<file path="src/sv/dcpid_pkg.sv">
// Shared types and constants for the dual channel PID regulator.
// No dependencies; imported by the regulator and its checker.
`default_nettype none

package dcpid_pkg;

   // Width of the per-channel integral accumulator, signed Q12.12
   localparam int unsigned INTEG_W = 24;

   // Width of the gain and limit registers
   localparam int unsigned CSR_DATA_W  = 16;
   localparam int unsigned CSR_INDEX_W = 3;

   // Reset values of the configuration registers
   localparam logic [CSR_DATA_W-1:0] PROP_GAIN_RST  = 16'd2867;   // about 0.7 in Q4.12
   localparam logic [CSR_DATA_W-1:0] INTEG_GAIN_RST = 16'd41;     // about 0.01 in Q4.12
   localparam logic [CSR_DATA_W-1:0] DERIV_GAIN_RST = 16'd1024;   // 0.25 in Q4.12
   localparam logic [CSR_DATA_W-1:0] OUT_MAX_RST    = 16'd25600;  // 100.0 in Q8.8
   localparam logic [CSR_DATA_W-1:0] OUT_MIN_RST    = 16'd0;

   // Configuration register indexes
   typedef enum logic [CSR_INDEX_W-1:0] {
      CSR_PROP_GAIN  = 3'd0,
      CSR_INTEG_GAIN = 3'd1,
      CSR_DERIV_GAIN = 3'd2,
      CSR_OUT_MAX    = 3'd3,
      CSR_OUT_MIN    = 3'd4
   } csr_index_type;

   // Request operation codes
   typedef enum logic {
      OP_STEP  = 1'b0,
      OP_CLEAR = 1'b1
   } op_type;

   // Limit status reported with each result
   typedef enum logic [1:0] {
      LIMIT_NONE = 2'd0,
      LIMIT_HIGH = 2'd1,
      LIMIT_LOW  = 2'd2
   } limit_type;

endpackage

`default_nettype wire

</file>
<file path="src/sv/dual_channel_pid_antiwindup.sv">
// Dual channel PID regulator with anti-windup clamp, top level.
// Depends on dcpid_pkg for register indexes, operation and status codes.
`default_nettype none

// Takes one transaction per cycle on the req_ channel while req_stall is low, and
// returns one result per transaction on the rsp_ channel, in order, by way of the
// input and result registers. A transaction is held in an input register; one pass
// of logic (three multipliers, rounding, the sum and the limit compare) reads the
// selected channel's integral and last measurement, and writes the updated state
// together with the result register at the same edge, so a transaction for the
// same channel in the very next cycle already sees the new state. The result
// register lets the next transaction in while a result waits on rsp_stall.
// csr_ready is always high; write gains and limits only while no transaction is
// in flight.
module dual_channel_pid_antiwindup
   import dcpid_pkg::*;
#(
   parameter int NUM_CHANNELS = 2,
   parameter int SAMPLE_WIDTH = 16
) (
   input  logic                           clock,
   input  logic                           reset,
   // request channel
   input  logic                           req_valid,
   output logic                           req_stall,
   input  logic                           req_operation,
   input  logic                           req_channel,
   input  logic signed [SAMPLE_WIDTH-1:0] req_error_value,
   input  logic signed [SAMPLE_WIDTH-1:0] req_measurement,
   // result channel
   output logic                           rsp_valid,
   input  logic                           rsp_stall,
   output logic signed [SAMPLE_WIDTH-1:0] rsp_drive,
   output logic [1:0]                     rsp_limit_status,
   // configuration write channel
   input  logic                           csr_valid,
   output logic                           csr_ready,
   input  logic [CSR_INDEX_W-1:0]         csr_index,
   input  logic [CSR_DATA_W-1:0]          csr_wdata
);

   localparam int SW    = SAMPLE_WIDTH;
   localparam int CH_W  = (NUM_CHANNELS > 1) ? $clog2(NUM_CHANNELS) : 1;
   // integral plus increment, one guard bit
   localparam int ACC_W = (((SW + 10) > INTEG_W) ? (SW + 10) : INTEG_W) + 1;
   // P + I - D without overflow
   localparam int SUM_W = (((SW + 7) > 21) ? (SW + 7) : 21) + 2;

   // configuration registers
   logic [CSR_DATA_W-1:0]        prop_gain_ff, integ_gain_ff, deriv_gain_ff;
   logic signed [CSR_DATA_W-1:0] out_max_ff, out_min_ff;

   // per-channel state
   logic signed [INTEG_W-1:0] integral_ff [NUM_CHANNELS];
   logic signed [SW-1:0]      prev_meas_ff [NUM_CHANNELS];

   // input register
   logic                 s1_vld_ff;
   logic                 s1_op_ff;
   logic                 s1_ch_ff;
   logic signed [SW-1:0] s1_err_ff;
   logic signed [SW-1:0] s1_meas_ff;

   // result register
   logic                 rsp_vld_ff;
   logic signed [SW-1:0] rsp_drive_ff, rsp_drive_in;
   logic [1:0]           rsp_status_ff, rsp_status_in;

   // handshake
   logic out_free, s1_adv, s1_load;

   // datapath
   logic [CH_W-1:0]           ch_idx;
   logic signed [INTEG_W-1:0] old_int, integral_in;
   logic signed [SW-1:0]      prev_meas;
   logic signed [16:0]        kp_s, ki_s, kd_s;
   logic signed [SW+16:0]     p_prod, i_prod;
   logic [SW+17:0]            p_rnd, i_rnd;
   logic signed [SW+5:0]      p_val;
   logic signed [SW+9:0]      inc_val;
   logic signed [ACC_W-1:0]   acc;
   logic [INTEG_W:0]          int_rnd;
   logic signed [20:0]        i_val;
   logic signed [SW:0]        diff;
   logic signed [SW+17:0]     d_prod;
   logic [SW+18:0]            d_rnd;
   logic signed [SW+6:0]      d_val;
   logic signed [SUM_W-1:0]   sum, hi_lim, lo_lim, clamped;
   logic [1:0]                status;

   // ---------------------------------------------------------------- handshake
   assign out_free  = !rsp_vld_ff || !rsp_stall;
   assign s1_adv    = s1_vld_ff && out_free;
   assign req_stall = s1_vld_ff && !out_free;
   assign s1_load   = req_valid && !req_stall;
   assign csr_ready = 1'b1;

   // Hold the configuration registers
   always_ff @(posedge clock) begin
      if (reset) begin
         prop_gain_ff  <= PROP_GAIN_RST;
         integ_gain_ff <= INTEG_GAIN_RST;
         deriv_gain_ff <= DERIV_GAIN_RST;
         out_max_ff    <= OUT_MAX_RST;
         out_min_ff    <= OUT_MIN_RST;
      end else if (csr_valid && csr_ready) begin
         case (csr_index)
            CSR_PROP_GAIN:  prop_gain_ff  <= csr_wdata;
            CSR_INTEG_GAIN: integ_gain_ff <= csr_wdata;
            CSR_DERIV_GAIN: deriv_gain_ff <= csr_wdata;
            CSR_OUT_MAX:    out_max_ff    <= csr_wdata;
            CSR_OUT_MIN:    out_min_ff    <= csr_wdata;
            default: ;
         endcase
      end
   end

   // Capture the request transaction
   always_ff @(posedge clock) begin
      if (reset) begin
         s1_vld_ff <= 1'b0;
      end else if (s1_load) begin
         s1_vld_ff <= 1'b1;
      end else if (s1_adv) begin
         s1_vld_ff <= 1'b0;
      end
   end

   always_ff @(posedge clock) begin
      if (s1_load) begin
         s1_op_ff   <= req_operation;
         s1_ch_ff   <= req_channel;
         s1_err_ff  <= req_error_value;
         s1_meas_ff <= req_measurement;
      end
   end

   // ---------------------------------------------------------------- datapath
   // Channel number wraps onto the implemented channels
   assign ch_idx = (NUM_CHANNELS > 1) ? CH_W'(s1_ch_ff) : '0;

   assign old_int   = integral_ff[ch_idx];
   assign prev_meas = prev_meas_ff[ch_idx];

   assign kp_s = $signed({1'b0, prop_gain_ff});
   assign ki_s = $signed({1'b0, integ_gain_ff});
   assign kd_s = $signed({1'b0, deriv_gain_ff});

   // Proportional term, rounded half up to Q8.8
   assign p_prod = s1_err_ff * kp_s;
   assign p_rnd  = {p_prod[SW+16], p_prod} + (SW+18)'(2048);
   assign p_val  = p_rnd[SW+17:12];

   // Integral increment, rounded half up to Q12.12
   assign i_prod  = s1_err_ff * ki_s;
   assign i_rnd   = {i_prod[SW+16], i_prod} + (SW+18)'(128);
   assign inc_val = i_rnd[SW+17:8];

   // Accumulate and saturate at the integral's range
   assign acc = ACC_W'(inc_val) + ACC_W'(old_int);

   always_comb begin
      if (acc[ACC_W-1:INTEG_W-1] == '0 || acc[ACC_W-1:INTEG_W-1] == '1) begin
         integral_in = acc[INTEG_W-1:0];
      end else if (acc[ACC_W-1]) begin
         integral_in = {1'b1, {(INTEG_W-1){1'b0}}};
      end else begin
         integral_in = {1'b0, {(INTEG_W-1){1'b1}}};
      end
   end

   // Integral term, rounded half up to Q8.8
   assign int_rnd = {integral_in[INTEG_W-1], integral_in} + (INTEG_W+1)'(8);
   assign i_val   = int_rnd[INTEG_W:4];

   // Derivative on measurement, rounded half up to Q8.8
   assign diff   = {s1_meas_ff[SW-1], s1_meas_ff} - {prev_meas[SW-1], prev_meas};
   assign d_prod = diff * kd_s;
   assign d_rnd  = {d_prod[SW+17], d_prod} + (SW+19)'(2048);
   assign d_val  = d_rnd[SW+18:12];

   assign sum    = SUM_W'(p_val) + SUM_W'(i_val) - SUM_W'(d_val);
   assign hi_lim = SUM_W'(out_max_ff);
   assign lo_lim = SUM_W'(out_min_ff);

   // Clamp, high limit tested first
   always_comb begin
      if (sum > hi_lim) begin
         clamped = hi_lim;
         status  = LIMIT_HIGH;
      end else if (sum < lo_lim) begin
         clamped = lo_lim;
         status  = LIMIT_LOW;
      end else begin
         clamped = sum;
         status  = LIMIT_NONE;
      end
   end

   // Select the result; clear returns zero
   always_comb begin
      if (s1_op_ff == OP_CLEAR) begin
         rsp_drive_in  = '0;
         rsp_status_in = LIMIT_NONE;
      end else begin
         rsp_drive_in  = clamped[SW-1:0];
         rsp_status_in = status;
      end
   end

   // Update channel state as the transaction advances
   always_ff @(posedge clock) begin
      if (reset) begin
         for (int i = 0; i < NUM_CHANNELS; i++) begin
            integral_ff[i]  <= '0;
            prev_meas_ff[i] <= '0;
         end
      end else if (s1_adv) begin
         if (s1_op_ff == OP_CLEAR) begin
            integral_ff[ch_idx]  <= '0;
            prev_meas_ff[ch_idx] <= '0;
         end else begin
            // drop the increment when the output was clamped
            if (status == LIMIT_NONE) begin
               integral_ff[ch_idx] <= integral_in;
            end
            prev_meas_ff[ch_idx] <= s1_meas_ff;
         end
      end
   end

   // ---------------------------------------------------------------- result
   always_ff @(posedge clock) begin
      if (reset) begin
         rsp_vld_ff <= 1'b0;
      end else if (s1_adv) begin
         rsp_vld_ff <= 1'b1;
      end else if (!rsp_stall) begin
         rsp_vld_ff <= 1'b0;
      end
   end

   always_ff @(posedge clock) begin
      if (s1_adv) begin
         rsp_drive_ff  <= rsp_drive_in;
         rsp_status_ff <= rsp_status_in;
      end
   end

   assign rsp_valid        = rsp_vld_ff;
   assign rsp_drive        = rsp_drive_ff;
   assign rsp_limit_status = rsp_status_ff;

endmodule

`default_nettype wire

</file>
<file path="config.mk">
export PLATFORM = sky130hd
export DESIGN_NAME = dual_channel_pid_antiwindup
export DESIGN_NICKNAME = d
export VERILOG_FILES = /design/src/sv/dcpid_pkg.sv /design/src/sv/dual_channel_pid_antiwindup.sv
export SDC_FILE = /design/constraint.sdc
export NUM_CORES = 2
export LEC_CHECK = 0
export ABC_AREA = 1
export BUFFER_PORTS_ARGS = -buffer_cell sky130_fd_sc_hd__buf_4
export CORE_AREA = 3 3 312 314
export CTS_BUF_LIST = sky130_fd_sc_hd__clkbuf_4 sky130_fd_sc_hd__clkbuf_8 sky130_fd_sc_hd__clkbuf_16
export DETAILED_ROUTE_END_ITERATION = 10
export DIE_AREA = 0 0 315 317
export PLACE_DENSITY = 0.69
export SLEW_MARGIN = 20
export SYNTH_ARGS = -nofsm -noshare
export SYNTH_HDL_FRONTEND = slang
export SYNTH_SLANG_ARGS = --single-unit
</file>
<file path="constraint.sdc">
create_clock -name clock -period 37.8 [get_ports clock]
set_clock_uncertainty 0.15 [all_clocks]
set_input_delay 7.56 -clock clock [delete_from_list [all_inputs] [get_ports clock]]
set_output_delay 7.56 -clock clock [all_outputs]
set_load 0.005 [all_outputs]
</file>
Word-level counts from Yosys, hierarchy flattened
Memories as Yosys holds them, arrays and structs flattened. A register that Yosys moved wholly into a read port is not among the register bits. Index checks and enable logic that the tools add are counted.

Add/subtract/negate cells: 8. Multipliers: 3. $lt $le $gt $ge: 2. Equal/unequal tests: 6. Muxes and demuxes: 35. Bitwise operators: 2. Reduce and logical (&&, ||, !) cells: 20.

Operators by type and width (count): 2-to-1 mux 24 bit (4); multiplier 16 x 17 -> 33 bit (2); 2-to-1 mux 16 bit (4); adder 34 x 13 -> 35 bit, second input constant (1); adder 33 x 13 -> 34 bit, second input constant (1); adder 33 x 9 -> 34 bit, second input constant (1); multiplier 17 x 17 -> 34 bit (1); adder 26 x 24 -> 27 bit (1); adder 24 x 5 -> 25 bit, second input constant (1); 2-to-1 mux 1 bit (25); > comparator 24 x 16 -> 1 bit (1); < comparator 24 x 16 -> 1 bit (1); OR reduction 24 bit (1); subtractor 23 x 23 -> 24 bit (1); adder 22 x 21 -> 23 bit (1); subtractor 16 x 16 -> 17 bit (1); OR reduction 16 bit (1); AND reduction 2 bit (5); equality test 3 x 2 -> 1 bit, second input constant (2); equality test 4 bit, second input constant (1); zero test 1 bit (4); zero test 4 bit (1); 2-to-1 mux 2 bit (2); equality test 3 x 1 -> 1 bit, second input constant (1); other kinds (8) (12).

Register bits after elaboration: 134. Bits in writable memories: 80. Output and inout bits: 21. Logic and storage cells: 91. Memories kept: 2.

Memories: integral_ff (words 2, width 24, rd ports 1, clocked after Yosys merged registers in 1, wr ports 2, RTL line dual_channel_pid_antiwindup.sv:54) `logic signed [INTEG_W-1:0] integral_ff [NUM_CHANNELS];`; prev_meas_ff (words 2, width 16, rd ports 1, clocked after Yosys merged registers in 1, wr ports 2, RTL line dual_channel_pid_antiwindup.sv:55) `logic signed [SW-1:0] prev_meas_ff [NUM_CHANNELS];`.

Logic depth before layout (Yosys ltp)
Depth after elaboration: 21. Gate-level depth with buffers: 80.

Worst setup path after synthesis
Ideal clock, no wire load.

Kind: input port to output port. Start: input rsp_stall. End: output req_stall. Data arrival time: 7758 ps. Required time: 30090 ps. Path slack: 22332 ps. Cell stages on the path: 2. Cell sequence: nand2_1 > nor2_1.

Longest elaborated chain between the ends: 4.

Ends and longest elaborated chain: start, declared (RTL line dual_channel_pid_antiwindup.sv:32) `input logic rsp_stall,`; zero test 1 bit; logical OR 1 bit (RTL line dual_channel_pid_antiwindup.sv:92) `assign out_free = !rsp_vld_ff || !rsp_stall;`; zero test 1 bit (RTL line dual_channel_pid_antiwindup.sv:94) `assign req_stall = s1_vld_ff && !out_free;`; logical AND 1 bit (RTL line dual_channel_pid_antiwindup.sv:94); end, declared (RTL line dual_channel_pid_antiwindup.sv:25) `output logic req_stall,`.

No other way between the ends.

Final worst setup path
Ends and elaborated chain as after synthesis.

==> flow_metrics.tcl <==
set metrics [dict create \
    status "finished, final reports clean" \
    syn-num-nets 6525 \
    slowest_stage "nor2_1" \
    die_w_um 315 \
    placed_cells 6513 \
    grt-ovfl-total 0 \
    criticalPathCategory "primary input to output port" \
    start_util_pct 44.86 \
    yosysTopAreaCellShare_pct 32.69 \
    multiInputGateArea_um2 31340 \
    hold_viol_final 0 \
    htreeDepth 1 \
    viasPerCell 5.119 \
    io_buffers 77 \
    ios 79 \
    place.gp.congestion 0.9332 \
    area_delta_synth_final_pct 6.254 \
    drive_gt1_share_pct 5.176 \
    die_area_um2 99860 \
    drtAntennaViolNets 0 \
    wl_um 112200 \
    drc 0 \
    synth-edff-count 132 \
    drtIter0Drc 2322 \
    worstPathMaxFanout 3 \
    crit_top_cell "buf_4" \
    startpoint "rsp_stall" \
    cts_tree "done" \
    synth.most_common_cell "inv_1" \
    ys.flop_type "edfxtp_1" \
    yosys_warnings 0 \
    critPathCaptureType "output port" \
    cts.sink_count 215 \
    dp.final_hpwl_um 89920 \
    relSlewSlack_pct 30.76 \
    dr.pass1.iters 6 \
    synth_cell_type_count 59 \
    postCtsSetupRepairBufs 0 \
    yosys.area.top_type "fa_1" \
    async_flop_share_pct 0 \
    fin_crit_ps 15700 \
    clk_pin_slew_ps 60 \
    antenna_found_initial 3 \
    maxSlewViolCount 0 \
    ys_ff_latch 215 \
    cp_cell_sequence "buf_4 -> nand2_1 -> nor2_1 -> buf_4" \
    ys_top_cells_by_area "fa_1 (33%), ha_1 (13%), inv_1 (11%)" \
    nFillCells 9128 \
    vias 33588 \
    fin_cells 6561 \
    max_stage_delay_ps 140 \
    core_area_um2 94870 \
    fmax_ghz 0.06371 \
    worstMarginPinSlew_ps 1037 \
    avgSynthCellArea_um2 8.002 \
    r2r-start "integ_gain_ff[9]" \
    postSynthCellCount 5318 \
    regArea_um2 5627 \
    fin_setup_tns_ps 0 \
    drv_cap 0 \
    synth_seq_area_share_pct 13.22 \
    cp_data_required_time_ps 30090 \
    fin_crit_sh_pct 41.53 \
    hp-class "register to register" \
    cts_made_buffers 25 \
    grt_pass1_wl_um 183200 \
    num_rows 113 \
    grt_max_degree 83 \
    path_buf_inv 2 \
    cts-resized-gates 0 \
    setup_viol 0 \
    cp_data_arrival_time_ps 7990 \
    crit_family "buffers and inverters" \
    clock_latency_ps 610 \
    first_global_vias 34195 \
    cts_root_buffer "clkbuf_16" \
    hold_start "out_max_ff[9]" \
    syn-cell-area_um2 42560 \
    cts_buffer_depth 3 \
    grtUsageTotal_pct 23.05 \
    cts_hold_buf 0 \
    start_kind "primary input" \
    final_nets 6482 \
    synth_commonest_cells "inv_1 (1286), nand2_1 (1083), fa_1 (695), ha_1 (454), nor2_1 (431)" \
    wl_per_cell_um 17.10 \
    dieHeight_um 317 \
    rsz0062_at_grt "no" \
]
cell families (layout without fill, tap and decap cells):
kind of cell / after synthesis / in the layout / synth area share (%)
xor+xnor: 135 / 135 / 2.778
flops: 215 / 215 / 13.22
fa+ha+maj: 1149 / 1149 / 46.04
compound gates: 514 / 514 / 6.586
mux: 39 / 39 / 0.9879
buf+inv: 1483 / 1459 / 13.21
other cells: 1 / 3 / 0.008812
simple gates: 1782 / 1782 / 17.17
per-stage QoR:
step / cell area (µm²) / setup slack (ps) / hold WS [ps] / utilization (%)
after detailed placement: 44280 / 22100 / 319.1 / 46.67
after floorplan: 42560 / 22330 / 294.2 / -
after global placement: 44270 / 22130 / 316.5 / 46.66
after CTS: 45200 / 22030 / 329.1 / 47.65
after global routing: 45210 / 20920 / 358.3 / 47.66
final: 45220 / 22100 / 329.9 / 47.66
layout make-up:
cell class              count  share of cell area [%]
diodes                      2                 0.01107
clock buffers              29                   1.478
clock inverters            17                  0.5728
inverters                1297                   10.77
multi-input cells        3620                   69.30
flip-flops and latches    215                   12.44
well taps                1265                   3.500
repair buffers            116                   1.926
per-layer routing:
| layer | up-vias | wire length (µm) | global-route usage (%) | part of all wire, % |
|---|---|---|---|---|
| li1 | 15922 | - | - | - |
| met5 | - | 0 | 0 | 0 |
| met2 | 1084 | 52860 | 38.55 | 47 |
| met1 | 16409 | 48700 | 32.03 | 43 |
| met4 | 0 | 2927 | 6.031 | 2.6 |
| met3 | 173 | 7677 | 2.457 | 6.8 |
placed cells by master, fill, tap and decap left out, types with 12 or more instances in the layout:
| cell | count |
|---|---|
| xnor2_1 | 49 |
| or2_2 | 35 |
| edfxtp_1 | 132 |
| mux2i_1 | 15 |
| o21ai_0 | 183 |
| mux2_2 | 24 |
| nor3_1 | 25 |
| nand3_2 | 12 |
| xor2_1 | 86 |
| nand3_1 | 121 |
| o21a_1 | 15 |
| fa_1 | 695 |
| nand2_1 | 1081 |
| nand4_1 | 27 |
| nand2_2 | 12 |
| dfxtp_1 | 82 |
| o21bai_1 | 12 |
| nor2_1 | 430 |
| inv_1 | 1285 |
| a21oi_1 | 238 |
| a31oi_1 | 21 |
| buf_4 | 116 |
| clkbuf_16 | 25 |
| ha_1 | 454 |
final timing paths:
check / endpoint / slack, ps / cells past startpoint
min reg2reg: out_max_ff[9] / 330 / 2
min: out_max_ff[9] / 330 / 2
max reg2reg: integral_ff[1][8] / 22310 / 62
max: req_stall / 22100 / 4
worst reg2reg max path, delay by kind of cell, from the launching register on:
family / cells / cell delay (ps)
adder cells (fa/ha/maj): 12 / 5200
buffers and inverters: 8 / 850
XOR/XNOR: 3 / 530
flip-flops: 1 / 990
AO/OA/AOI/OAI: 13 / 2980
AND/OR/NAND/NOR: 26 / 4440
registers in the layout, indices dropped and copies added, names as in the netlist, named ones only:
register	cells
ch_idx	1
deriv_gain_ff	16
integ_gain_ff	16
integral_ff	48
out_max_ff	16
out_min_ff	16
prev_meas_ff	32
prop_gain_ff	16
rsp_drive	16
rsp_limit_status	2
rsp_valid	1
s1_err_ff	16
s1_meas_ff	16
s1_op_ff	1
s1_vld_ff	1
Power is left out: the tool's default activity adds up to more than one toggle a clock period on the data nets, which glitch-free logic cannot reach.
